## src/rtl/hrsp_pkg.sv

```systemverilog
// shared types, character codes and helper functions for the response parser
`default_nettype none

package hrsp_pkg;

  // character codes
  localparam logic [7:0] CH_SP = 8'h20;
  localparam logic [7:0] CH_HT = 8'h09;
  localparam logic [7:0] CH_LF = 8'h0a;
  localparam logic [7:0] CH_VT = 8'h0b;
  localparam logic [7:0] CH_FF = 8'h0c;
  localparam logic [7:0] CH_CR = 8'h0d;
  localparam logic [7:0] CH_C  = 8'h63;

  // length of the transfer keyword
  localparam logic [2:0] KW_LEN = 3'd7;

  // status code ceiling
  localparam logic [13:0] STATUS_MAX = 14'd999;

  // top-level phase of the response
  typedef enum logic [2:0] {
    PH_HEADER = 3'd0,
    PH_PASS   = 3'd1,
    PH_SIZE   = 3'd2,
    PH_DATA   = 3'd3,
    PH_SKIP1  = 3'd4,
    PH_SKIP2  = 3'd5,
    PH_DONE   = 3'd6
  } phase_e;

  // progress through the first line
  typedef enum logic [2:0] {
    SL_LEAD       = 3'd0,
    SL_TOK1       = 3'd1,
    SL_CODE       = 3'd2,
    SL_CODE_OTHER = 3'd3,
    SL_AFTER      = 3'd4,
    SL_CONFIRMED  = 3'd5,
    SL_NOCODE     = 3'd6
  } status_line_e;

  // progress through a chunk size line
  typedef enum logic [1:0] {
    SZ_LEAD    = 2'd0,
    SZ_DIGITS  = 2'd1,
    SZ_STOPPED = 2'd2,
    SZ_CR      = 2'd3
  } size_line_e;

  // input request
  typedef struct packed {
    logic [7:0] data_byte;
    logic       end_of_response;
  } hrsp_in_t;

  // output request
  typedef struct packed {
    logic [7:0] body_byte;
    logic       body_valid;
    logic [9:0] status_code;
    logic       headers_complete;
    logic       chunked_mode;
    logic       truncated_chunk;
    logic       final_result;
  } hrsp_out_t;

  // per-byte flags from the body decoder
  typedef struct packed {
    logic body_valid;
    logic headers_complete;
    logic chunked_mode;
    logic truncated_chunk;
  } dec_res_t;

  // whitespace set used on the first line and size lines
  function automatic logic is_blank(input logic [7:0] b);
    return b inside {CH_SP, CH_HT, CH_LF, CH_VT, CH_FF, CH_CR};
  endfunction

  // hex digit decode: bit 4 flags a valid digit
  function automatic logic [4:0] hex_digit(input logic [7:0] b);
    logic [4:0] r;
    r = 5'd0;
    if (b inside {[8'h30:8'h39]}) begin
      r = {1'b1, b[3:0]};
    end else if (b inside {[8'h61:8'h66], [8'h41:8'h46]}) begin
      r = {1'b1, b[3:0] + 4'd9};
    end
    return r;
  endfunction

  // keyword characters by position
  function automatic logic [7:0] keyword_char(input logic [2:0] idx);
    logic [7:0] c;
    case (idx)
      3'd0:    c = 8'h63; // c
      3'd1:    c = 8'h68; // h
      3'd2:    c = 8'h75; // u
      3'd3:    c = 8'h6e; // n
      3'd4:    c = 8'h6b; // k
      3'd5:    c = 8'h65; // e
      3'd6:    c = 8'h64; // d
      default: c = 8'h00;
    endcase
    return c;
  endfunction

endpackage

`default_nettype wire

```

## src/rtl/hrsp_status_line.sv

```systemverilog
// first-line tracker that extracts the status code
`default_nettype none

module hrsp_status_line
  import hrsp_pkg::*;
(
  input  wire logic       clk_i,
  input  wire logic       rst_ni,
  input  wire logic       fire_i,
  input  wire logic [7:0] byte_i,
  input  wire logic       fin_i,
  output logic      [9:0] status_code_o
);

  status_line_e sl_q, sl_d, sl_n;
  logic [9:0]   acc_q, acc_d, acc_n;
  logic [13:0]  acc_sum;
  logic         is_digit;

  // decimal accumulate with saturation
  assign is_digit = byte_i inside {[8'h30:8'h39]};
  assign acc_sum  = {1'b0, acc_q, 3'b000} + {3'b000, acc_q, 1'b0} + {10'd0, byte_i[3:0]};

  // first-line progress
  always_comb begin
    sl_n  = sl_q;
    acc_n = acc_q;
    if (sl_q != SL_NOCODE && sl_q != SL_CONFIRMED) begin
      if (byte_i == CH_LF) begin
        sl_n  = SL_NOCODE;
        acc_n = '0;
      end else begin
        case (sl_q)
          SL_LEAD: begin
            if (!is_blank(byte_i)) sl_n = SL_TOK1;
          end
          SL_TOK1: begin
            if (byte_i == CH_SP) begin
              sl_n  = SL_CODE;
              acc_n = '0;
            end
          end
          SL_CODE, SL_CODE_OTHER: begin
            if (byte_i == CH_SP) begin
              sl_n = SL_AFTER;
            end else if (sl_q == SL_CODE && is_digit) begin
              acc_n = (acc_sum > STATUS_MAX) ? STATUS_MAX[9:0] : acc_sum[9:0];
            end else begin
              sl_n = SL_CODE_OTHER;
            end
          end
          SL_AFTER: begin
            if (!is_blank(byte_i)) sl_n = SL_CONFIRMED;
          end
          default: ;
        endcase
      end
    end
  end

  // code reported for this byte, then return to the start on the last byte
  assign status_code_o = (sl_n == SL_CONFIRMED) ? acc_n : '0;
  assign sl_d          = fin_i ? SL_LEAD : sl_n;
  assign acc_d         = fin_i ? '0 : acc_n;

  // state register
  always_ff @(posedge clk_i or negedge rst_ni) begin
    if (!rst_ni) begin
      sl_q  <= SL_LEAD;
      acc_q <= '0;
    end else if (fire_i) begin
      sl_q  <= sl_d;
      acc_q <= acc_d;
    end
  end

endmodule

`default_nettype wire

```

## src/rtl/hrsp_body_decode.sv

```systemverilog
// header end detection, keyword search and chunked body decoding
`default_nettype none

module hrsp_body_decode
  import hrsp_pkg::*;
#(
  parameter int CHUNK_SIZE_BITS = 32
) (
  input  wire logic       clk_i,
  input  wire logic       rst_ni,
  input  wire logic       fire_i,
  input  wire logic [7:0] byte_i,
  input  wire logic       fin_i,
  output dec_res_t        res_o
);

  localparam logic [CHUNK_SIZE_BITS-1:0] CrOne = {{(CHUNK_SIZE_BITS-1){1'b0}}, 1'b1};

  phase_e                     ph_q, ph_d, ph_n;
  logic [2:0]                 wmc_q, wmc_d, wmc_n;
  logic [2:0]                 blm_q, blm_d, blm_n;
  logic                       chk_q, chk_d, chk_n;
  logic [CHUNK_SIZE_BITS-1:0] cr_q, cr_d, cr_n;
  size_line_e                 szf_q, szf_d, szf_n;
  logic [4:0]                 hex;
  logic                       hdr_end;
  logic                       body_valid;

  assign hex = hex_digit(byte_i);

  // per-byte phase logic
  always_comb begin
    ph_n       = ph_q;
    wmc_n      = wmc_q;
    blm_n      = blm_q;
    chk_n      = chk_q;
    cr_n       = cr_q;
    szf_n      = szf_q;
    hdr_end    = 1'b0;
    body_valid = 1'b0;
    case (ph_q)
      PH_HEADER: begin
        // keyword search
        if (wmc_q < KW_LEN && byte_i == keyword_char(wmc_q)) begin
          if (wmc_q + 3'd1 == KW_LEN) begin
            chk_n = 1'b1;
            wmc_n = 3'd0;
          end else begin
            wmc_n = wmc_q + 3'd1;
          end
        end else begin
          wmc_n = (byte_i == CH_C) ? 3'd1 : 3'd0;
        end
        // blank-line search
        if (byte_i == CH_LF) begin
          if (blm_q inside {3'd2, 3'd3, 3'd4}) begin
            hdr_end = 1'b1;
          end else begin
            blm_n = (blm_q == 3'd1) ? 3'd2 : 3'd4;
          end
        end else if (byte_i == CH_CR) begin
          blm_n = (blm_q == 3'd2) ? 3'd3 : 3'd1;
        end else begin
          blm_n = 3'd0;
        end
        if (hdr_end) begin
          ph_n  = chk_n ? PH_SIZE : PH_PASS;
          cr_n  = '0;
          szf_n = SZ_LEAD;
        end
      end
      PH_PASS: begin
        body_valid = 1'b1;
      end
      PH_SIZE: begin
        if (szf_q == SZ_CR && byte_i == CH_LF) begin
          ph_n = (cr_q == '0) ? PH_DONE : PH_DATA;
        end else if (byte_i == CH_CR) begin
          szf_n = SZ_CR;
        end else if (szf_q == SZ_LEAD && is_blank(byte_i)) begin
          szf_n = SZ_LEAD;
        end else if ((szf_q == SZ_LEAD || szf_q == SZ_DIGITS) && hex[4]) begin
          // shift in a nibble, saturating on overflow
          if (|cr_q[CHUNK_SIZE_BITS-1 -: 4]) begin
            cr_n = '1;
          end else begin
            cr_n = {cr_q[CHUNK_SIZE_BITS-5:0], hex[3:0]};
          end
          szf_n = SZ_DIGITS;
        end else begin
          szf_n = SZ_STOPPED;
        end
      end
      PH_DATA: begin
        body_valid = 1'b1;
        cr_n       = cr_q - CrOne;
        if (cr_n == '0) ph_n = PH_SKIP1;
      end
      PH_SKIP1: begin
        ph_n = PH_SKIP2;
      end
      PH_SKIP2: begin
        ph_n  = PH_SIZE;
        cr_n  = '0;
        szf_n = SZ_LEAD;
      end
      default: ;
    endcase
  end

  // result flags for this byte
  always_comb begin
    res_o.body_valid       = body_valid;
    res_o.headers_complete = (ph_n != PH_HEADER);
    res_o.chunked_mode     = chk_n;
    res_o.truncated_chunk  = fin_i && (ph_n == PH_DATA) && (cr_n != '0);
  end

  // the last byte of a response returns everything to the start
  always_comb begin
    ph_d  = fin_i ? PH_HEADER : ph_n;
    wmc_d = fin_i ? 3'd0 : wmc_n;
    blm_d = fin_i ? 3'd0 : blm_n;
    chk_d = fin_i ? 1'b0 : chk_n;
    cr_d  = fin_i ? '0 : cr_n;
    szf_d = fin_i ? SZ_LEAD : szf_n;
  end

  // state register
  always_ff @(posedge clk_i or negedge rst_ni) begin
    if (!rst_ni) begin
      ph_q  <= PH_HEADER;
      wmc_q <= 3'd0;
      blm_q <= 3'd0;
      chk_q <= 1'b0;
      cr_q  <= '0;
      szf_q <= SZ_LEAD;
    end else if (fire_i) begin
      ph_q  <= ph_d;
      wmc_q <= wmc_d;
      blm_q <= blm_d;
      chk_q <= chk_d;
      cr_q  <= cr_d;
      szf_q <= szf_d;
    end
  end

endmodule

`default_nettype wire

```

## src/rtl/http_response_stream_parser_core.sv

```systemverilog
// HTTP response parser: status code, header end, chunked body decoding
// A request waits in the input register; its result is then registered in the output register.
// Throughput: one byte per cycle unless the output stalls, set by the per-byte state update.
// Input and output registers decouple the sides, so one new byte is taken while a result waits.
// Reset clears all parsing state to the start of a response; the byte that carries
// end_of_response returns the state to the same point.
`default_nettype none

module http_response_stream_parser_core
  import hrsp_pkg::*;
#(
  parameter int CHUNK_SIZE_BITS = 32
) (
  input  wire logic      clk_i,
  input  wire logic      rst_ni,
  input  wire logic      in_valid_i,
  output logic           in_stall_o,
  input  wire hrsp_in_t  in_req_i,
  output logic           out_valid_o,
  input  wire logic      out_stall_i,
  output hrsp_out_t      out_req_o
);

  logic       in_valid_q;
  hrsp_in_t   in_q;
  logic       out_valid_q;
  hrsp_out_t  out_q;
  logic       out_free;
  logic       fire;
  logic [9:0] status_code;
  dec_res_t   dec_res;
  hrsp_out_t  result;

  // pipeline handshake
  assign out_free   = !out_valid_q || !out_stall_i;
  assign fire       = in_valid_q && out_free;
  assign in_stall_o = in_valid_q && !out_free;

  // input register
  always_ff @(posedge clk_i or negedge rst_ni) begin
    if (!rst_ni) begin
      in_valid_q <= 1'b0;
    end else if (!in_stall_o) begin
      in_valid_q <= in_valid_i;
    end
  end

  always_ff @(posedge clk_i) begin
    if (!in_stall_o && in_valid_i) begin
      in_q <= in_req_i;
    end
  end

  // status line tracking
  hrsp_status_line u_status (
    .clk_i         (clk_i),
    .rst_ni        (rst_ni),
    .fire_i        (fire),
    .byte_i        (in_q.data_byte),
    .fin_i         (in_q.end_of_response),
    .status_code_o (status_code)
  );

  // header and body decoding
  hrsp_body_decode #(
    .CHUNK_SIZE_BITS (CHUNK_SIZE_BITS)
  ) u_decode (
    .clk_i  (clk_i),
    .rst_ni (rst_ni),
    .fire_i (fire),
    .byte_i (in_q.data_byte),
    .fin_i  (in_q.end_of_response),
    .res_o  (dec_res)
  );

  // result assembly
  always_comb begin
    result.body_byte        = dec_res.body_valid ? in_q.data_byte : 8'd0;
    result.body_valid       = dec_res.body_valid;
    result.status_code      = status_code;
    result.headers_complete = dec_res.headers_complete;
    result.chunked_mode     = dec_res.chunked_mode;
    result.truncated_chunk  = dec_res.truncated_chunk;
    result.final_result     = in_q.end_of_response;
  end

  // output register
  always_ff @(posedge clk_i or negedge rst_ni) begin
    if (!rst_ni) begin
      out_valid_q <= 1'b0;
    end else if (out_free) begin
      out_valid_q <= fire;
    end
  end

  always_ff @(posedge clk_i) begin
    if (fire) begin
      out_q <= result;
    end
  end

  assign out_valid_o = out_valid_q;
  assign out_req_o   = out_q;

  // checks
  a_stall_needs_item: assert property (@(posedge clk_i) disable iff (!rst_ni)
    in_stall_o |-> in_valid_q)
    else $error("input stalled with empty input register");

  a_body_after_headers: assert property (@(posedge clk_i) disable iff (!rst_ni)
    (out_valid_o && out_req_o.body_valid) |-> out_req_o.headers_complete)
    else $error("body byte before header end");

  a_trunc_on_final: assert property (@(posedge clk_i) disable iff (!rst_ni)
    (out_valid_o && out_req_o.truncated_chunk) |-> out_req_o.final_result)
    else $error("truncation flagged on a non-final result");

  a_status_range: assert property (@(posedge clk_i) disable iff (!rst_ni)
    out_valid_o |-> (out_req_o.status_code <= 10'd999))
    else $error("status code out of range");

endmodule

`default_nettype wire

```

## config.mk

```make
export PLATFORM = sky130hd
export DESIGN_NAME = http_response_stream_parser_core
export DESIGN_NICKNAME = d
export VERILOG_FILES = /design/src/rtl/hrsp_pkg.sv /design/src/rtl/hrsp_status_line.sv /design/src/rtl/hrsp_body_decode.sv /design/src/rtl/http_response_stream_parser_core.sv
export SDC_FILE = /design/constraint.sdc
export NUM_CORES = 1
export LEC_CHECK = 0
export ABC_AREA = 1
export BUFFER_PORTS_ARGS = -buffer_cell sky130_fd_sc_hd__buf_2
export CAP_MARGIN = 20
export CELL_PAD_IN_SITES_DETAIL_PLACEMENT = 1
export CELL_PAD_IN_SITES_GLOBAL_PLACEMENT = 2
export CORE_UTILIZATION = 29
export DETAILED_ROUTE_END_ITERATION = 8
export PLACE_DENSITY_LB_ADDON = 0.2
export SYNTH_ARGS = -nofsm -noshare
export SYNTH_HDL_FRONTEND = slang
export SYNTH_SLANG_ARGS = --single-unit
```

## constraint.sdc

```tcl
create_clock -name clk_i -period 3.65 [get_ports clk_i]
set_clock_uncertainty 0.15 [all_clocks]
set_input_delay 0.73 -clock clk_i [delete_from_list [all_inputs] [get_ports clk_i]]
set_output_delay 0.73 -clock clk_i [all_outputs]
set_load 0.02 [all_outputs]
```

== Yosys cells after proc, flatten, opt, wreduce, memory -nomap -nowiden ==
Cells that the tools add are included.

* Register bits: 91
* Bits of input ports: 13
* Logic and storage cells: 172

* Add/sub/neg operators: 5
* $lt $le $gt $ge: 8
* Equal/unequal tests: 37
* Mux-type cells: 64
* Reductions and logical operators: 39

{| class="wikitable"
|+ Operators by type and width
! operator !! number
|-
| $mux W32 || 7
|-
| $pmux W32 S4 || 1
|-
| $mux W10 || 7
|-
| $mux W3 || 23
|-
| $logic_not A32 Y1 || 2
|-
| $pmux W7 S7 || 1
|-
| $eq A8 B4 Y1 const B || 5
|-
| $reduce_bool A32 Y1 || 1
|-
| $sub A32 B1 Y32 const B || 1
|-
| $eq A3 B2 Y1 const B || 9
|-
| $eq A3 B3 Y1 const B || 9
|-
| $pmux W10 S2 || 1
|-
| $ge A8 B7 Y1 const B || 2
|-
| $le A8 B7 Y1 const B || 2
|-
| $mux W2 || 8
|-
| $pmux W3 S5 || 1
|-
| $add A13 B11 Y14 || 1
|-
| $add A14 B4 Y14 || 1
|-
| $gt A14 B10 Y1 const B || 1
|-
| $logic_and A1 B1 Y1 || 14
|-
| $eq A3 B1 Y1 const B || 4
|-
| $ne A3 B3 Y1 const B || 4
|-
| $pmux W3 S4 || 1
|-
| $mux W1 || 10
|-
| 27 further kinds || 37
|}

== Logic depth before layout (Yosys ltp) ==
Gate-level depths: netlist of run 1.

* Word-level depth: 13
* Mapped depth: 21
* Mapped depth without buffers: 21

== Cells and area by module ==
Synthesis of run 1 repeated with hierarchy kept, for this count alone.

* Cells, all modules: 1294
* Area total of the unflattened synthesis: 8174.1 µm²

{| class="wikitable"
|+ Modules (own cells, without submodules)
! module !! times used !! cells each !! area an instance (µm²) !! seq. area each (µm²)
|-
| hrsp_body_decode || 1 || 899 || 5138.7 || 1101.1
|-
| hrsp_status_line || 1 || 334 || 1919.3 || 325.3
|-
| http_response_stream_parser_core || 1 || 61 || 1116.1 || 1011.0
|}

== Least setup slack after synthesis of run 1 ==
Ideal clock, no wire load.

* Path type: register -> register
* From: reg in_q[3] in the netlist's numbering
* To: reg out_q, in the netlist out_req_o[4] (data pin)
* Arrival time: 2.495 ns
* Data required time: 3.237 ns
* Setup slack: 0.741 ns
* Cell stages (with the launch flop): 18
* Buffers on the path: 0
* Path through: edfxtp_1 ha_1 ha_1 fa_1 nand3_1 nand2_1 nand2_1 nand2_1 nand2_1 nand2_1 inv_1 nand2_1 nor2_1 nand2_1 o21ai_1 nand2_1 nand2_1 a21oi_2

* Cells in the longest elaborated chain, start to end: 9
* Elaborated cells between the ends (all ways): 29
* Those cells by class: 1 x add/sub; 3 x order compare; 7 x eq/ne; 15 x mux; 3 x reduce/logical

{| class="wikitable"
|+ RTL lines
! element !! line !! RTL
|-
| from (decl) || http_response_stream_parser_core.sv:25 || <nowiki>hrsp_in_t in_q;</nowiki>
|-
| from (signal assigned) || http_response_stream_parser_core.sv:50 || <nowiki>in_q <= in_req_i;</nowiki>
|-
| branches (longest 9 deep; another with $add A14 B4 Y14) || - ||
|-
| to (signal assigned) || http_response_stream_parser_core.sv:98 || <nowiki>out_q <= result;</nowiki>
|-
| to (decl) || http_response_stream_parser_core.sv:27 || <nowiki>hrsp_out_t out_q;</nowiki>
|}

Parallel ways; which one is timed is not known.
A chain may end at the register's enable or synchronous reset.

== Worst setup path after layout of run 1 ==
Same ends and word-level chain as after synthesis.

==> results of run 1 <==
-- how the worst max path moves through the flow --
stage	end	startpoint	cells past startpoint	slack, ns
global placement	out_req_o[9]	in_q[4]	16	0.40
floorplan	out_req_o[4]	in_q[3]	17	0.74
finish	out_req_o[4]	in_q[3]	17	0.31
CTS	out_req_o[9]	in_q[4]	16	0.28
detailed placement	out_req_o[4]	in_q[4]	16	0.30
global route	out_req_o[5]	in_q[3]	15	0.02
-- kinds of logic (layout without fill, tap and decap cells) --
logic type	after synthesis	after routing
buffers and inverters	170	215
adders and majority gates	34	34
xor gates and xnor gates	13	13
DFF	91	91
and+or+nand+nor	830	830
AOI/OAI and AO/OA	145	145
-- worst max-delay path, cell delays in order, from the launching register on --
cell and delay, ns:
edfxtp_1 0.54, ha_1 0.35, ha_1 0.29, fa_1 0.45
nand3_1 0.14, nand2_1 0.08, nand2_1 0.08, nand2_1 0.06
nand2_1 0.08, nand2_1 0.05, inv_1 0.05, nand2_1 0.04
nor2_1 0.17, nand2_1 0.18, o21ai_1 0.17, nand2_1 0.07
nand2_1 0.09, a21oi_2 0.06
-- area by class of cell --
cell class,instances,area (um2)
clock buffer,9,225
clock inverter,7,93.8
fill,3569,18100
inverter,137,517
multi-input combinational,1022,4980
sequential,91,2440
tap,372,465
timing repair buffer,62,385
-- sequential cells by signal (all words and copies together), names as in the netlist --
| signal | count |
|---|---|
| u_decode.chk_q | 1 |
| out_req_o | 23 |
| u_decode.wmc_q | 3 |
| u_decode.ph_q | 3 |
| u_decode.szf_q | 2 |
| u_decode.blm_q | 3 |
| out_valid_o | 1 |
| in_q | 9 |
| u_decode.cr_q | 32 |
| u_status.sl_q | 3 |
| in_valid_q | 1 |
| u_status.acc_q | 10 |
-- power breakdown --
| part | leakage, nW | internal (mW) | switching, mW |
|---|---|---|---|
| Combinational | 3.33 | 0.298 | 0.631 |
| Sequential | 1.13 | 1.13 | 0.0963 |
| Clock | 0.153 | 0.496 | 0.527 |
-- cells in the mapped netlist (all sizes together) --
cell type  instances
nand3            143
clkinv             3
nand4             34
o211ai             1
or2                5
ha                32
nand2            451
nor3b              1
clkbuf            15
nor4               1
fa                 2
o21bai             2
nor3              11
buf               18
dfrtp             59
xor2              11
a21oi             37
inv              134
edfxtp            32
o21ai             90
a31oi              1
o31ai              3
xnor2              2
a211oi             1
a311oi             1
nand3b             5
nor2             179
o22ai              8
o311ai             1
-- layout by cell type, fill, tap and decap left out, drive strengths merged --
cell,count
o21ai,90
fa,2
a211oi,1
o22ai,8
o211ai,1
xor2,11
nor4,1
a31oi,1
o311ai,1
clkinv,8
clkbuf,9
nor2,179
a21oi,37
nor3b,1
nand4,34
o31ai,3
inv,136
buf,62
dfrtp,59
edfxtp,32
or2,5
xnor2,2
nand3,143
a311oi,1
ha,32
nor3,11
o21bai,2
nand2,451
nand3b,5
-- layer usage --
layer	global-route usage (%)	vias up	wire length, um
met5	0	-	0
met4	5.05	0	419
met3	2.36	33	1070
met2	36.0	160	13500
met1	33.5	4155	16200
li1	-	4252	-
-- through the flow --
stage / utilization [%] / instance area (um2) / hold WS, ns / power, mW
2_1_floorplan: - / 8100 / 0.284 / 1.88
3_3_place_gp: 32.3 / 8770 / 0.349 / 2.18
3_5_place_dp: 32.3 / 8770 / 0.350 / 2.19
6_report: 33.5 / 9100 / 0.261 / 3.18
4_1_cts: 33.5 / 9090 / 0.293 / 3.24
5_1_grt: 33.5 / 9100 / 0.311 / 3.41
==> metrics.yaml, run 1 <==
run_status:
  status: "finished clean"
timing:
  rsz0062_at_grt: "false"
  setup-violations-final: 0
  relSlewSlack_pct: 51.0
  max_freq_ghz: 0.299
  final.min_clock_period_ns: 3.34
  tightest_slew_ns: 0.735
  setup-tns-final_ns: 0
  slew_violations: 0
  fin_ws_ns: 0.310
  period_share_pct: 91.5
  hold_viol: 0
cells_and_area:
  drive_above_1_share_pct: 10.5
  finalNetCount: 1370
  area_delta_synth_final_pct: 12.4
  layoutNonFillerInstCount: 1700
  diodes: 0
floorplan:
  die_x_um: 169
  fp.dieArea_um2: 28600
  start_util_pct: 29.8
  row_count: 60
  dieHeight_um: 169
  num_io_pins: 38
  core_um2: 27200
global_route:
  grt_overflow_total: 0
  grt_pass1_wl_um: 50900
  grt_max_degree: 39
  antenna_found_initial: 0
  grt_pass1_vias: 8996
  track_usage_pct: 22.8
placement:
  place_congestion: 0.851
  hpwl_um: 23700
  io_buffer_count: 37
  pre_cts_slack_ns: 0.301
  dp_cells: 1683
logic_synthesis:
  ys_warn_count: 0
  syn-num-nets: 1330
  muxShareOfSynthArea_pct: 0
  synth_top_family_by_area: "simple AND/OR/NAND/NOR gates"
  synth-xor-area-share_pct: 1.41
  yosysTopAreaCell: "nand2_1"
  syn_inst: 1283
  synth-simple-area-share_pct: 44.6
  avgSynthCellArea_um2: 6.31
  synth_compound_area_share_pct: 9.87
  synth.top_cell.area_share_pct: 20.5
  yosysSeqAreaShare_pct: 30.1
  ys_ff_latch: 91
  synth_area_um2: 8100
  synth.area.top_cells: "nand2_1 (20%), dfrtp_1 (18%), edfxtp_1 (12%), nand3_1 (8.6%), nor2_1 (7.6%)"
  ys_types: 45
  synth_fa_ha_area_share_pct: 5.44
detailed_routing:
  num_vias: 8600
  drtAntennaViolNets: 0
  post_drt_wl_per_cell_um: 18.3
  drc: 0
  avgViaCountPerCell: 5.06
  drt_iter0_markers: 611
  drtPass1Iterations: 5
  wl_um: 31200
worst_setup_path:
  crit_fanout: 8
  critical_path_arrival_ns: 3.31
  crit_type: "reg2reg"
  regToRegSetupSlack_ns: 0.31
  end_kind: "flip-flop"
  r2r_cells: 17
  reg2reg_to: "out_req_o[4]"
  reg2reg_from: "in_q[3]"
  worstPathRequired_ns: 3.62
  cp-start-kind: "flip-flop"
clock_tree:
  cts_hold_buf: 0
  clk_pin_slew_ns: 0.09
  post_cts_resized: 0
  htreeDepth: 3
  clkLatencyLatePin_ns: 0.37
  cts.sinks: 91
  root_buffer: "clkbuf_16"
  cts_buffers: 9
  cts_tree: "done"
  cts_max_path_buffers: 2
  cts_setup_buffers: 0
power_and_ir_drop:
  leakage_nw: 4.61
  power.density_nw_per_um2: 349
  ir_drop_mv: 0.170
worst_hold_path:
  min_path_type: "in2async"
run:
  maxCapViolations: 0
Note: power is estimated with default switching activity, not from simulation.
==> run 2: changes to the inputs <==
--- a/config.mk
+++ b/config.mk
@@ -12,7 +12,8 @@
 export CELL_PAD_IN_SITES_GLOBAL_PLACEMENT = 2
 export CORE_UTILIZATION = 29
 export DETAILED_ROUTE_END_ITERATION = 8
-export PLACE_DENSITY_LB_ADDON = 0.2
+export MAX_ROUTING_LAYER = met4
+export PLACE_DENSITY_LB_ADDON = 0.1
 export SYNTH_ARGS = -nofsm -noshare
 export SYNTH_HDL_FRONTEND = slang
 export SYNTH_SLANG_ARGS = --single-unit
==> run 2 against run 1 <==
Effect of this change:
- hold slack better by 0.098 ns
- cell area about the same
- sequential share of layout area about the same
- register-to-register slack better by 0.06 ns
- largest power group unchanged
==> metrics.yaml, run 2 (synthesis results as in run 1) <==
global_route:
  track_usage_pct: 23.6  # was 22.8%
  grt_overflow_total: 0  # unchanged
  grt_pass1_vias: 8772  # was 8996
  antenna_found_initial: 0  # unchanged
  grt_max_degree: 61  # was 39
  grt_pass1_wl_um: 50500  # was 50900 um
detailed_routing:
  post_drt_wl_per_cell_um: 18.6  # was 18.3 um
  drtPass1Iterations: 5  # unchanged
  drc: 0  # unchanged
  drtAntennaViolNets: 0  # unchanged
  num_vias: 8605  # was 8600
  avgViaCountPerCell: 5.06  # about the same
  wl_um: 31600  # was 31200 um
  drt_iter0_markers: 508  # was 611
floorplan:
  num_io_pins: 38  # unchanged
  start_util_pct: 29.8  # unchanged
  dieHeight_um: 169  # unchanged
  row_count: 60  # unchanged
  core_um2: 27200  # unchanged
  die_x_um: 169  # unchanged
  fp.dieArea_um2: 28600  # unchanged
cells_and_area:
  area_delta_synth_final_pct: 12.3  # was 12.4%
  fillers: 3586  # was 3569
  mostFrequentLayoutCell: "nand2_1"  # unchanged
  diodes: 0  # unchanged
  largest_register_ff_count: 32  # unchanged
  finalNetCount: 1370  # unchanged
  layout_common_cells: "nand2_1 (442), nor2_1 (163), nand3_1 (139), inv_1 (115), o21ai_0 (73)"  # unchanged
  fin_util_pct: 33.5  # about the same
  finalInstanceArea_um2: 9100  # about the same
  regMostFlops: "u_decode.cr_q"  # unchanged
  drive_above_1_share_pct: 10.5  # unchanged
  top_regs: "u_decode.cr_q: 32 flops, out_req_o: 23 flops, u_status.acc_q: 10 flops"  # unchanged
clock_tree:
  cts_tree: "done"  # unchanged
  root_buffer: "clkbuf_16"  # unchanged
  cts_setup_buffers: 0  # unchanged
  post_cts_resized: 0  # unchanged
  cts_max_path_buffers: 2  # unchanged
  cts_buffers: 9  # unchanged
  clk_pin_slew_ns: 0.09  # about the same
  cts_hold_buf: 0  # unchanged
  cts.sinks: 91  # unchanged
  htreeDepth: 3  # unchanged
  clkLatencyLatePin_ns: 0.37  # about the same
placement:
  io_buffer_count: 37  # unchanged
  pre_cts_slack_ns: 0.351  # was 0.301 ns
  placed_area_um2: 8770  # unchanged
  hpwl_um: 23700  # about the same
  place_congestion: 0.850  # was 0.851
worst_setup_path:
  worstPathRequired_ns: 3.62  # about the same
  slowest_stage: "edfxtp_1"  # unchanged
  critical_path_arrival_ns: 3.25  # was 3.31 ns
  r2r_cells: 19  # was 17
  regToRegSetupSlack_ns: 0.37  # was 0.31 ns
  crit_type: "reg2reg"  # unchanged
  reg2reg_from: "in_q[2]"  # was in_q[3]
  end_kind: "flip-flop"  # unchanged
  cp_common_cell: "nand2_1"  # unchanged
  cp-start-kind: "flip-flop"  # unchanged
  slowest_delay_ns: 0.51  # was 0.54 ns
  crit_fanout: 33  # was 8
  timing.critical_path.buf_inv: 2  # was 1
  reg2reg_to: "out_req_o[1]"  # was out_req_o[4]
  crit_chain: "inv_1 -> ha_1 -> inv_1 -> nand2_1 -> nand2_1 -> nand2_2 -> nand2_4 -> nand2_8 -> nand2_8 -> nor2_4 -> nand2_1 -> nand2_1 -> nand3_1 -> nor2_1 -> nand2_1 -> nor2_1 -> nand2_1 -> nor2_1 -> nor2_1"  # was ha_1 -> ha_1 -> fa_1 -> nand3_1 -> nand2_1 -> nand2_1 -> nand2_1 -> nand2_1 -> nand2_1 -> inv_1 -> nand2_1 -> nor2_1 -> nand2_1 -> o21ai_1 -> nand2_1 -> nand2_1 -> a21oi_2
  cp-startpoint: "in_q[2]"  # was in_q[3]
  worst_path_dominant_cell_family: "simple AND/OR/NAND/NOR gates"  # was adder cells
power_and_ir_drop:
  leakage_nw: 4.61  # about the same
  power.density_nw_per_um2: 351  # was 349 nW/um2
  ir_drop_mv: 0.212  # was 0.170 mV
timing:
  setup-violations-final: 0  # unchanged
  setup-tns-final_ns: 0  # unchanged
  period_share_pct: 89.8  # was 91.5%
  max_freq_ghz: 0.305  # was 0.299 GHz
  tightest_slew_ns: 0.895  # was 0.735 ns
  whs_ns: 0.358  # was 0.261 ns
  relSlewSlack_pct: 40.3  # was 51.0%
  rsz0062_at_grt: "false"  # unchanged
  final.min_clock_period_ns: 3.28  # was 3.34 ns
  fin_ws_ns: 0.372  # was 0.310 ns
  hold_viol: 0  # unchanged
  slew_violations: 0  # unchanged
worst_hold_path:
  min_from: "in_valid_q"
  min_to: "out_valid_o"
  min_path_type: "reg2reg"  # was in2async
  hold_path_depth: 2
run:
  maxCapViolations: 0  # unchanged
run_status:
  status: "finished clean"  # unchanged
==> run 2: how the worst max path moves through the flow <==
stage / endpoint / slack, ns / depth (start not counted)
final: out_req_o[1] / 0.37 / 19
after global placement: out_req_o[1] / 0.42 / 19
after detailed placement: out_req_o[9] / 0.35 / 17
after CTS: out_req_o[9] / 0.32 / 17
after floorplan: out_req_o[4] / 0.74 / 17
after global routing: out_req_o[1] / 0.15 / 19
==> run 2: per-layer routing <==
| layer | track usage [%] | wire (um) |
|---|---|---|
| met3 | 2.24 | 947 |
| met2 | 36.8 | 14100 |
| met1 | 33.4 | 16400 |
| met5 | - | 0 |
| met4 | 3.92 | 215 |
==> run 2: worst register-to-register path, cell delays in order, from the launching register on <==
cell      delay [ns]
edfxtp_1        0.51
inv_1           0.21
ha_1            0.22
inv_1           0.05
nand2_1         0.05
nand2_1         0.06
nand2_2         0.10
nand2_4         0.10
nand2_8         0.19
nand2_8         0.21
nor2_4          0.26
nand2_1         0.08
nand2_1         0.07
nand3_1         0.09
nor2_1          0.15
nand2_1         0.10
nor2_1          0.21
nand2_1         0.09
nor2_1          0.10
nor2_1          0.04
==> run 2: layout make-up <==
cell class,instances,area [um2],area share [%]
Clock buffer,9,225,2.48
Inverter,137,517,5.68
Timing Repair Buffer,62,385,4.24
Sequential cell,91,2440,26.8
Clock inverter,7,88.8,0.977
Tap cell,372,465,5.12
Multi-Input combinational cell,1022,4980,54.7
==> run 2: stage by stage <==
stage	power, mW	std cells
final	3.19	1700
after global routing	3.39	1700
after CTS	3.24	1699
after detailed placement	2.19	1683
after global placement	2.17	1683
after floorplan	1.88	1283
==> run 2: where the power goes <==
group / leakage (nW) / total, mW / switching (mW) / internal (mW)
clock network: 0.152 / 1.04 / 0.542 / 0.496
registers: 1.13 / 1.22 / 0.0919 / 1.13
logic: 3.32 / 0.929 / 0.639 / 0.290
total: 4.61 / 3.19 / 1.27 / 1.92
